==> config.mk <==
export PLATFORM = sky130hd
export DESIGN_NAME = v4n_div_lane
export DESIGN_NICKNAME = d
export VERILOG_FILES = /design/src/sv/v4n_div_lane.sv
export SDC_FILE = /design/constraint.sdc
export NUM_CORES = 2
export LEC_CHECK = 0
export ABC_AREA = 1
export BUFFER_PORTS_ARGS = -buffer_cell sky130_fd_sc_hd__buf_2
export CAP_MARGIN = 5
export CORE_MARGIN = 4
export CORE_UTILIZATION = 35
export DETAILED_ROUTE_END_ITERATION = 12
export PLACE_DENSITY_LB_ADDON = 0.2
export SLEW_MARGIN = 20
export SYNTH_ARGS = -nofsm -noshare
export SYNTH_HDL_FRONTEND = slang
export SYNTH_SLANG_ARGS = --single-unit
==> constraint.sdc <==
create_clock -name clock -period 2.8 [get_ports clock]
set_clock_uncertainty 0.15 [all_clocks]
set_input_delay 0.28 -clock clock [delete_from_list [all_inputs] [get_ports clock]]
set_output_delay 0.28 -clock clock [all_outputs]
set_load 0.01 [all_outputs]
==> src/sv/v4n_div_lane.sv <==
// ----------------------------------------------------------------------------
// v4n_div_lane
// pipelined restoring divider for one component, one quotient bit per stage
// ----------------------------------------------------------------------------
module v4n_div_lane #(
   parameter int NUM_WIDTH = 31,
   parameter int DEN_WIDTH = 17
) (
   input  logic                 clock,
   input  logic                 advance,
   input  logic [NUM_WIDTH-1:0] in_num,
   input  logic [DEN_WIDTH-1:0] in_den,
   output logic [NUM_WIDTH-1:0] out_quo
);
   localparam int PW = DEN_WIDTH + 1;

   logic [PW-1:0]        rem_ff [NUM_WIDTH+1];
   logic [NUM_WIDTH-1:0] num_ff [NUM_WIDTH+1];
   logic [DEN_WIDTH-1:0] den_ff [NUM_WIDTH+1];

   always_ff @(posedge clock) begin
      if (advance) begin
         rem_ff[0] <= '0;
         num_ff[0] <= in_num;
         den_ff[0] <= in_den;
      end
   end

   // num_ff shifts left: dividend bits out the top, quotient bits in the bottom
   for (genvar k = 0; k < NUM_WIDTH; k++) begin : g_stage
      logic [PW:0] shift_in;
      logic [PW:0] diff_in;
      always_comb begin
         shift_in = {rem_ff[k], num_ff[k][NUM_WIDTH-1]};
         diff_in  = shift_in - (PW+1)'(den_ff[k]);
      end
      always_ff @(posedge clock) begin
         if (advance) begin
            den_ff[k+1] <= den_ff[k];
            if (!diff_in[PW]) begin
               rem_ff[k+1] <= diff_in[PW-1:0];
               num_ff[k+1] <= {num_ff[k][NUM_WIDTH-2:0], 1'b1};
            end else begin
               rem_ff[k+1] <= shift_in[PW-1:0];
               num_ff[k+1] <= {num_ff[k][NUM_WIDTH-2:0], 1'b0};
            end
         end
      end
   end

   assign out_quo = num_ff[NUM_WIDTH];
endmodule

== Word-level counts from Yosys, hierarchy flattened ==
Memory sizes are Yosys's and may differ from the RTL's.
Index checks and enable logic that the tools add are counted.
Storage, ports and cells
  memories: 3
  input bits: 50
  bits in registers: 0
  RAM bits: 2112
  word-level logic and storage cells: 346
Memories
  num_ff: depth 32, width 31, rd ports 32, clocked after Yosys merged registers in 0, wr ports 32, RTL line 18  | logic [NUM_WIDTH-1:0] num_ff [NUM_WIDTH+1];
  rem_ff: depth 32, width 18, rd ports 31, clocked after Yosys merged registers in 0, wr ports 32, RTL line 17  | logic [PW-1:0] rem_ff [NUM_WIDTH+1];
  den_ff: depth 32, width 17, rd ports 31, clocked after Yosys merged registers in 0, wr ports 32, RTL line 19  | logic [DEN_WIDTH-1:0] den_ff [NUM_WIDTH+1];
Cells by class
  bitwise gates (word level): 62
  add/sub/neg operators: 31
  mux-type cells: 250
Operators by type and width (count)
  $mux 31: 31
  $sub 19x17->19: 31
  $mux 18: 31
  $mux 1: 188
  $or 1x1->1: 62

== Longest topological paths before layout ==
  word-level depth: 5
  mapped depth: 15
  mapped depth without buffers: 14

== Worst setup path after synthesis ==
OpenSTA, ideal clock, no wires.
  kind: input to register
  start point: input port advance
  end point: memory num_ff[3][7] (netlist: num_ff[0][100]), enable pin
  setup slack: 315 ps
  required time: 2227 ps
  path buffers: 2
  cell stages on the path: 2
  arrival time: 1912 ps
  path through: clkbuf_1 > clkbuf_1
RTL lines
  start: declaration: RTL line 10  | input logic advance,
  end: declaration: RTL line 18

==> results.cfg <==
[drt]
met1_length_um = 125300
dr.first_iter.drc_count = 5479
via_count = 72501
drc_errors = 0
dr_wl_met2_um = 128000
dr_wl_met3_um = 12300
top_layer = met4
routed_wl_um = 273700
dr.pass1.iters = 6
drt-vias-per-instance = 4.870
avgRoutedWirePerCell_um = 18.39
antenna_left = 0

[cells_and_area]
nets = 11343
fin_cells = 14886
drive_above_1_share_pct = 9.045
syn_to_final_growth_pct = 14.67
multiInputGateArea_mm2 = 0.03658
fillers = 28910
regArea_mm2 = 0.06182

[die]
fp.dieW_um = 554.9
die_area_mm2 = 0.3079
start_util_pct = 35.21
die_y_um = 554.9
io_pins = 81
core_area_mm2 = 0.2973
placementRows = 200

[logic_synthesis]
synth_largest_area_cell = edfxtp_1
synth-edff-count = 2058
synth_area_per_cell_um2 = 10.13
synth_simple_gate_area_share_pct = 22.16
async_flop_share_pct = 0
synth-seq-cells = 2059
synth_most_common_cell = nand2_1
syn_nets = 10925
synth_xor_xnor_area_share_pct = 2.284
synth_fa_ha_area_share_pct = 6.662
synth_common_cells = 2,938 x nand2_1, 2,058 x edfxtp_1, 1,377 x inv_1, 722 x nor2_1, 621 x nand4_1
synth_warnings = 0
synth.top_cell.area_share_pct = 59.03
netlist_area_mm2 = 0.1047
synth_compound_area_share_pct = 3.468
synthFlopType = edfxtp_1
synth.yosys.seq_area_share_pct = 59.05
yosys-top-cells-area = edfxtp_1 59%, nand2_1 11%, ha_1 6.1%
synth_cell_types = 38
synth_top_family_by_area = simple AND/OR/NAND/NOR gates
synthCells = 10335
synth_mux_area_share_pct = 0

[clock_network]
cts_tree = built
numClockSinks = 2059
cts_buffers = 229
cts.root.buffer_cell = clkbuf_16
clkTransAtPathRegs_ns = 0.06
clockBufferDepth = 4
ctsHtreeMaxLevel = 4
clk_latency_ns = 0.88

[critical_path]
cp_data_arrival_time_ns = 3.21
crit_type = reg -> reg
crit_fanout = 4
worstSetupStartpointType = register
crit_required_ns = 3.27
crit_path_end_kind = register

[timing]
fmax_mhz = 365.8
setup_viol = 0
hold_violations = 0
rsz0062_at_grt = true
setup_tns_ns = 0
finalMaxSlewViolations = 0
period_share_pct = 97.64
worst_slack_ns = 0.06622
layout_min_cycle_time_ns = 2.734
slew_headroom_pct = 42.92
tightest_slew_ns = 0.8472
timing.hold.ws_ns = 0.2385

[pwr]
peakVddDrop_v = 0.0005203
p_leak_nw = 52.99
p_per_area_mw_per_mm2 = 1049

[worst_hold_path]
hold_path_class = in -> reg

[placed_design]
post-dp-hpwl_um = 204400
gp_congestion = 0.8786
port-buffer-count = 80
dp.cells = 14309
preCtsSetupSlack_ns = -0.08659

[global_routing]
grt_pass1_wl_um = 418800
grt_pass1_vias = 70992
gr-total-overflow = 0
antenna_found_initial = 6
grt_max_degree = 110
grtUsageTotal_pct = 17.20

[status]
status = complete, no violations

[job]
max-cap-violations = 0
==> cell families (layout without fill, tap and decap cells) <==
group                    count (synthesis)  in the layout
AO/OA/AOI/OAI                          660            660
XOR/XNOR                               273            273
adder cells (fa/ha/maj)                540            540
buffers and inverters                 1663           2254
flip-flops                            2059           2059
other                                    0              2
AND/OR/NAND/NOR                       5140           5159
==> power by group <==
part | total [mW] | internal (mW) | switching (mW)
Combinational | 49.1 | 17.2 | 31.9
Clock | 30.7 | 18.3 | 12.5
Sequential | 46.1 | 41.6 | 4.48
Total | 126 | 77.1 | 48.8
==> final cells by class <==
| type | count | share of cell area [%] |
|---|---|---|
| repair buffers | 385 | 2.973 |
| inverters | 1446 | 4.522 |
| flip-flops and latches | 2059 | 51.50 |
| multi-input cells | 6632 | 30.48 |
| clock buffers | 278 | 4.979 |
| well taps | 3939 | 4.106 |
| diodes | 2 | 0.004169 |
| clock inverters | 145 | 1.444 |
==> critical path, stage by stage (launching register included) <==
cell      delay [ns]
edfxtp_1        0.42
ha_1            0.23
inv_1           0.09
fa_1            0.28
a21oi_1         0.14
o21ai_0         0.68
nand2_1         0.20
nand3_1         0.14
nand2_1         0.06
nand2_1         0.05
nand2_1         0.05
==> repair_timing <==
action,4_1_cts,5_1_grt
gates cloned,3,16
endpoints found under the hold margin,358,0
resized for setup,2,47
setup buffers,5,31
hold buffers,97,0
pin swaps,7,13
endpoints found under the setup margin,67,282
==> stage by stage <==
| stage | power [mW] | utilization, % | instance area (um^2) |
|---|---|---|---|
| 2_1_floorplan | 79.65 | - | 104700 |
| 3_3_place_gp | 94.52 | 37.20 | 110600 |
| 3_5_place_dp | 94.39 | 37.20 | 110600 |
| 4_1_cts | 126.2 | 40.16 | 119400 |
| 5_1_grt | 135.4 | 40.38 | 120000 |
| 6_report | 125.9 | 40.38 | 120000 |
==> routing by layer <==
layer / GRT usage (%) / vias to the layer above
met5: 0 / -
met4: 4.858 / 0
met3: 2.336 / 424
met2: 28.18 / 1691
met1: 23.88 / 34416
li1: - / 35970
==> registers in the layout (all words and copies together) (netlist names) <==
signal,count
rem_ff,540
den_ff,527
num_ff,992
==> cells in the final DEF, fill, tap and decap left out, types with 33 or more instances in the layout <==
cell,instances
o21bai_1,39
a21o_1,78
nand3_2,36
buf_4,157
ha_1,508
clkinv_1,39
bufinv_16,33
o21ai_0,138
clkbuf_1,45
buf_2,79
nor2_1,722
clkbuf_16,231
edfxtp_1,2058
a21oi_1,379
nand3_4,70
inv_2,68
nand2_1,2937
nor3_1,48
xor2_1,186
xnor2_1,87
dlygate4sd3_1,97
nand3_1,547
inv_1,1377
nand4_1,621
nand2_2,93
buf_12,50
==> path summary, 6_finish.rpt <==
check,endpoint,depth (start not counted),slack [ns],from
worst max-delay path,rem_ff[1][196],10,0.07,den_ff[1][153]
worst max register to register,rem_ff[1][196],10,0.07,den_ff[1][153]
worst min register to register,num_ff[1][384],0,0.25,num_ff[1][352]
worst min-delay path,rem_ff[0][184],2,0.24,advance
(Power assumes the default switching activity.)
