==> config.mk <==
export PLATFORM = sky130hd
export DESIGN_NAME = v4n_sqrt
export DESIGN_NICKNAME = d
export VERILOG_FILES = /design/src/sv/v4n_sqrt.sv
export SDC_FILE = /design/constraint.sdc
export NUM_CORES = 2
export LEC_CHECK = 0
export ABC_AREA = 1
export BUFFER_PORTS_ARGS = -buffer_cell sky130_fd_sc_hd__buf_2
export CELL_PAD_IN_SITES_DETAIL_PLACEMENT = 0
export CELL_PAD_IN_SITES_GLOBAL_PLACEMENT = 2
export CORE_ASPECT_RATIO = 1.75
export CORE_MARGIN = 2
export CORE_UTILIZATION = 46
export DETAILED_ROUTE_END_ITERATION = 7
export PLACE_DENSITY = 0.95
export SYNTH_ARGS = -nofsm -noshare
export SYNTH_HDL_FRONTEND = slang
export SYNTH_SLANG_ARGS = --single-unit
export TNS_END_PERCENT = 10
==> constraint.sdc <==
create_clock -name clock -period 15.08 [get_ports clock]
set_input_delay 3.016 -clock clock [delete_from_list [all_inputs] [get_ports clock]]
set_output_delay 3.016 -clock clock [all_outputs]
set_load 0.02 [all_outputs]
==> src/sv/v4n_sqrt.sv <==
// ----------------------------------------------------------------------------
// v4n_sqrt
// pipelined floored square root, one result bit per stage
// ----------------------------------------------------------------------------
module v4n_sqrt #(
   parameter int SUM_WIDTH = 34,
   parameter int ROOT_WIDTH = 17,
   parameter int SIDE_WIDTH = 1
) (
   input  logic                  clock,
   input  logic                  reset,
   input  logic                  advance,
   input  logic                  in_valid,
   input  logic [SUM_WIDTH-1:0]  in_sum,
   input  logic [SIDE_WIDTH-1:0] in_side,
   output logic                  out_valid,
   output logic [ROOT_WIDTH-1:0] out_root,
   output logic [SIDE_WIDTH-1:0] out_side
);
   localparam int RW = 2 * ROOT_WIDTH + 2;

   logic [ROOT_WIDTH:0]  valid_ff;
   logic [RW-1:0]        rem_ff  [ROOT_WIDTH+1];
   logic [ROOT_WIDTH-1:0] root_ff [ROOT_WIDTH+1];
   logic [SIDE_WIDTH-1:0] side_ff [ROOT_WIDTH+1];

   // stage 0 holds the operand; stage k has decided the top k root bits
   always_ff @(posedge clock) begin
      if (reset) begin
         valid_ff <= '0;
      end else if (advance) begin
         valid_ff <= {valid_ff[ROOT_WIDTH-1:0], in_valid};
      end
   end

   always_ff @(posedge clock) begin
      if (advance) begin
         rem_ff[0]  <= RW'(in_sum);
         root_ff[0] <= '0;
         side_ff[0] <= in_side;
      end
   end

   for (genvar k = 0; k < ROOT_WIDTH; k++) begin : g_stage
      localparam int B = ROOT_WIDTH - 1 - k;
      logic [RW-1:0] trial_in;
      logic [ROOT_WIDTH-1:0] cand_in;
      always_comb begin
         cand_in = root_ff[k] | (ROOT_WIDTH'(1) << B);
         trial_in = RW'(cand_in) * RW'(cand_in);
      end
      // compare candidate square against the full sum
      always_ff @(posedge clock) begin
         if (advance) begin
            side_ff[k+1] <= side_ff[k];
            rem_ff[k+1]  <= rem_ff[k];
            root_ff[k+1] <= (trial_in <= rem_ff[k]) ? cand_in : root_ff[k];
         end
      end
   end

   assign out_valid = valid_ff[ROOT_WIDTH];
   assign out_root  = root_ff[ROOT_WIDTH];
   assign out_side  = side_ff[ROOT_WIDTH];
endmodule

; After elaboration in Yosys (flattened, before gate mapping)
; Memories as Yosys holds them, arrays and structs flattened.
; Index checks and enable logic that the tools add are counted.
[totals]
wordCells = 57
ramBits = 972
out_inout_bits = 19
memories = 3
regBits = 18
[mem_list]
columns = name, words, word_bits, rd, rd_clocked_by_memory_dff, write_ports, line_no
row1 = rem_ff, 18, 36, 17, 0, 18, 23  ; logic [RW-1:0] rem_ff [ROOT_WIDTH+1];
row2 = root_ff, 18, 17, 18, 0, 18, 24  ; logic [ROOT_WIDTH-1:0] root_ff [ROOT_WIDTH+1];
row3 = side_ff, 18, 1, 18, 0, 18, 25  ; logic [SIDE_WIDTH-1:0] side_ff [ROOT_WIDTH+1];
[op_classes]
multipliers = 17
order_cmp = 17
muxes = 19
[ops]
columns = op, n
row1 = $le 34x36->1, 17
row2 = $mul 17x17->34, 17
row3 = $mux 17, 1
row4 = $mux 16, 1
row5 = $mux 15, 1
row6 = $mux 14, 1
row7 = $mux 13, 1
row8 = $mux 12, 1
row9 = $mux 11, 1
row10 = $mux 10, 1
row11 = $mux 9, 1
row12 = $mux 8, 1
row13 = $mux 7, 1
row14 = $mux 6, 1
row15 = $mux 5, 1
row16 = $mux 4, 1
row17 = $mux 1, 3
row18 = $mux 3, 1
row19 = $mux 2, 1

; Depth between registers and ports, before layout
; An unclocked memory read counts as a cell.
[logic_depth]
depth_word = 4
depth_mapped = 39

; Worst setup path after synthesis
; No wires, ideal clock.
[synth_path]
path_kind = reg2reg
start = memory root_ff[16][2]
end = memory root_ff[17][0] (data pin)
period_less_slack_ns = 6.467
path_stages_with_launch = 32
n_path_buf = 2
arrival_ns = 6.214
setup_slack_ns = 8.613
setup_ns = 0.253
path_cell_list = edfxtp_1 > clkbuf_1 > clkbuf_1 > nand2_1 > fa_1 > inv_1 > fa_1 > fa_1 > fa_1 > fa_1 > inv_1 > fa_1 > inv_1 > ha_1 > nand2_1 > inv_1 > nand2_1 > nand3_1 > nand2_1 > nand2_1 > a21oi_1 > nand2_1 > nand2_1 > nand2_1 > ha_1 > nand2_1 > inv_1 > nand4_1 > nor4_1 > nand2_1 > nand2_1 > nand2_1
[synth_rtl]
columns = item, line_no
row1 = from (decl), 24

==> metrics.md <==
| Metric | Value |
|---|---|
| Run status | `finished clean` |
| Syn Inst Count | `around 9000` |
| Synth Area per Inst | `between 9 and 10 um2` |
| Xor-xnor portion of the synthesized cell area | `under 10%` |
| Full die area | `0.1857 mm2` |
| Vias | `approximately 56000` |
| CP max-delay cell | `edfxtp_1` |
| Register-to-register setup slack | `about 7500 ps` |
| Post-Synth Simple-Gate Area | `between 10% and 20%` |
| GPL Wtd Cong | `0.9205` |
| Cell mode on critical path | `nand2_1` |
| Max_cap viols | `0` |
| Reg2reg path depth | `26` |
| Synth cell types | `between 40 and 50` |
| Crit end category | `flop` |
| Final setup TNS | `0 ps` |
| Max clock buf depth | `3` |
| Number of global-route vias before repair | `~60000` |
| Post-synth ARST share | `0%` |
| CP required | `~16000 ps` |
| Final number of hold-violating endpoints | `0` |
| Synth Register Bits | `767` |
| Row cnt | `about 210` |
| CTS Root Buffer Type | `clkbuf_16` |
| DIE HEIGHT | `568.5 um` |
| Clk_lat worst skew | `720 ps` |
| Setup violations, final | `0` |
| Post-DP Area | `between 0.08 and 0.09 mm2` |
| Leading area contributor after synthesis | `edfxtp_1` |
| Net Count, Synth | `11164` |
| Share of cells above drive strength 1 | `approximately 3.5%` |
| Via density | `4.939` |
| Mux contribution to synthesized area | `0.1210%` |
| Die Wd | `about 330 um` |
| RSZ-0062 raised after global routing | `no` |
| Post-Synth Adder-Cell Area | `42.41%` |
| Sink Count | `~770` |
| Startpoint types | `flop` |
| Slew @ Worst Pin | `around 1100 ps` |
| Synth warn | `0` |
| Final Skew | `54.67 ps` |
| Global-route wire length before repair | `between 300000 and 400000 um` |
| Crit path time final | `about 7600 ps` |
| Pre-CTS setup slack | `7556 ps` |
| DRC | `0` |
| Ys flop type | `edfxtp_1` |
| Port bufs | `57` |
| Slew Limit Fails | `0` |
| Initial Util | `a little under half` |
| Period utilization | `50.22%` |
| Pin count of the biggest net entering global routing | `163` |
| Detailed Route Iter0 Violations | `2515` |
| Total CTS buffers | `80` |
| First-pass iteration count of the detailed router | `8` |
| IO Pins | `slightly below 60` |
| DRT Wirelength | `between 150000 and 200000 um` |
| Setup ws final | `7507 ps` |
| Number of nets with antenna violations after routing | `0` |
| WS Path Type | `flop to flop` |
| CTS tree | `yes` |
| Data arrival, critical path | `about 8000 ps` |
| Post-route cell area | `between 0.08 and 0.09 mm2` |
| EDFF count, synth | `~750` |
| Hold path depth | `0` |
| CTS clk-pin slew, worst paths | `around 70 ps` |
| Global route overflow | `0` |
| Drt wl/cell | `16.98 um` |
| Yosys top cell area share | `between 20% and 30%` |
| Largest family of logic cells by synthesized area | `adder cells` |
| Final net count | `approximately 11000` |
| FMAX | `around 130 MHz` |
| H-tree levels | `3` |
| GRT Overall Usage | `between 20% and 30%` |
| # hold bufs at CTS | `0` |
| Synth Area in Compound Gates | `under 10%` |
| Post-Syn Area | `0.08376 mm2` |
| Postcts setup bufs | `0` |
| Fillers | `between 15000 and 20000` |
| Core region area | `approximately 0.18 mm2` |
| Max stage delay on crit path | `around 900 ps` |
| Max_slew headroom | `23.37%` |
| Area delta synth->final | `7.052%` |
| CTS resizes | `0` |
| HPWL after detailed placement | `around 160000 um` |
| Initial antenna violation count | `2` |
| Min-Delay Path Class | `flop to flop` |
| Synth area leaders | `edfxtp_1, fa_1, ha_1` |
| Seq/Total Area, Yosys | `27.28%` |
| Highest net fanout along the worst path | `19` |
[metal layers]
layer	track usage, %	vias to the layer above	share of wire [%]
li1	-	27369	-
met1	21.92	27504	35
met2	43.22	874	57
met3	1.745	428	2.3
met4	10.26	0	5.3
met5	0	-	0
[layout make-up]
| class | count | area, um2 | area share [%] |
|---|---|---|---|
| flip-flops and latches | 767 | 22850 | 25.48 |
| inverters | 2460 | 9234 | 10.30 |
| multi-input cells | 5503 | 51100 | 56.99 |
| clock inverters | 60 | 854.6 | 0.9530 |
| well taps | 2403 | 3007 | 3.353 |
| clock buffers | 87 | 2028 | 2.262 |
| diodes | 1 | 2.502 | 0.002791 |
| repair buffers | 93 | 590.6 | 0.6586 |
[logic make-up after synthesis]
family          Yosys count
compound gates          566
simple gates           2403
buf+inv                2612
flops                   767
fa+ha+maj              2243
xor+xnor                282
mux                       9
[critical path: cells and delay by family, from the launching register on]
kind	cells	cell delay (ps)
buffers and inverters	4	250
AOI/OAI and AO/OA	1	370
and+or+nand+nor	13	1850
adders and majority gates	8	3960
DFF	1	900
[placed cells by master (no fill, tap or decap), drive strengths merged, types with 2 or more instances in the layout]
| cell | n |
|---|---|
| nor3b | 4 |
| nand2 | 1679 |
| nand3b | 14 |
| bufinv | 11 |
| clkinvlp | 8 |
| o31ai | 8 |
| or2 | 25 |
| mux2 | 9 |
| nand4 | 70 |
| nor4 | 55 |
| a31oi | 8 |
| nor3 | 37 |
| a21o | 17 |
| and2 | 12 |
| o21bai | 27 |
| xnor2 | 101 |
| buf | 93 |
| edfxtp | 749 |
| fa | 994 |
| ha | 1249 |
| o21a | 10 |
| a21boi | 2 |
| and3 | 4 |
| inv | 2470 |
| nand3 | 190 |
| o21ai | 136 |
| o211ai | 6 |
| xor2 | 181 |
| nor2 | 311 |
| dfxtp | 18 |
| nor4b | 2 |
| clkinv | 31 |
| a21oi | 350 |
| clkbuf | 87 |
[path summary, 6_finish.rpt]
kind | from | endpoint
setup / recovery | root_ff[13][5] | root_ff[14][3]
hold / removal | rem_ff[14][8] | rem_ff[15][8]
setup reg to reg | root_ff[13][5] | root_ff[14][3]
hold reg to reg | rem_ff[14][8] | rem_ff[15][8]
[synthesized netlist by cell type, types with 26 or more instances]
| cell | instances |
|---|---|
| o21bai_1 | 27 |
| inv_1 | 2458 |
| nor2_1 | 305 |
| fa_1 | 994 |
| xor2_1 | 181 |
| nor4_1 | 55 |
| edfxtp_1 | 749 |
| a21oi_1 | 347 |
| ha_1 | 1249 |
| nand2_1 | 1653 |
| nand4_1 | 69 |
| o21ai_0 | 125 |
| xnor2_1 | 101 |
| nand3_1 | 186 |
| nand2_2 | 26 |
| clkbuf_1 | 147 |
| nor3_1 | 30 |
[per-stage QoR]
stage	cells	utilization (%)	hold slack, ps
after CTS	11373	49.46	395.5
after floorplan	8882	-	400.3
final	11374	49.46	412.3
after global placement	11226	47.87	400.4
after detailed placement	11226	47.87	404.5
after global routing	11374	49.46	418.0
[flip-flops by register name, summed over array words and instances (netlist names)]
signal	count
valid_ff	18
root_ff	153
rem_ff	578
side_ff	18
Power is left out: the tool's default activity adds up to more than one toggle a clock period on the data nets, which glitch-free logic cannot reach.
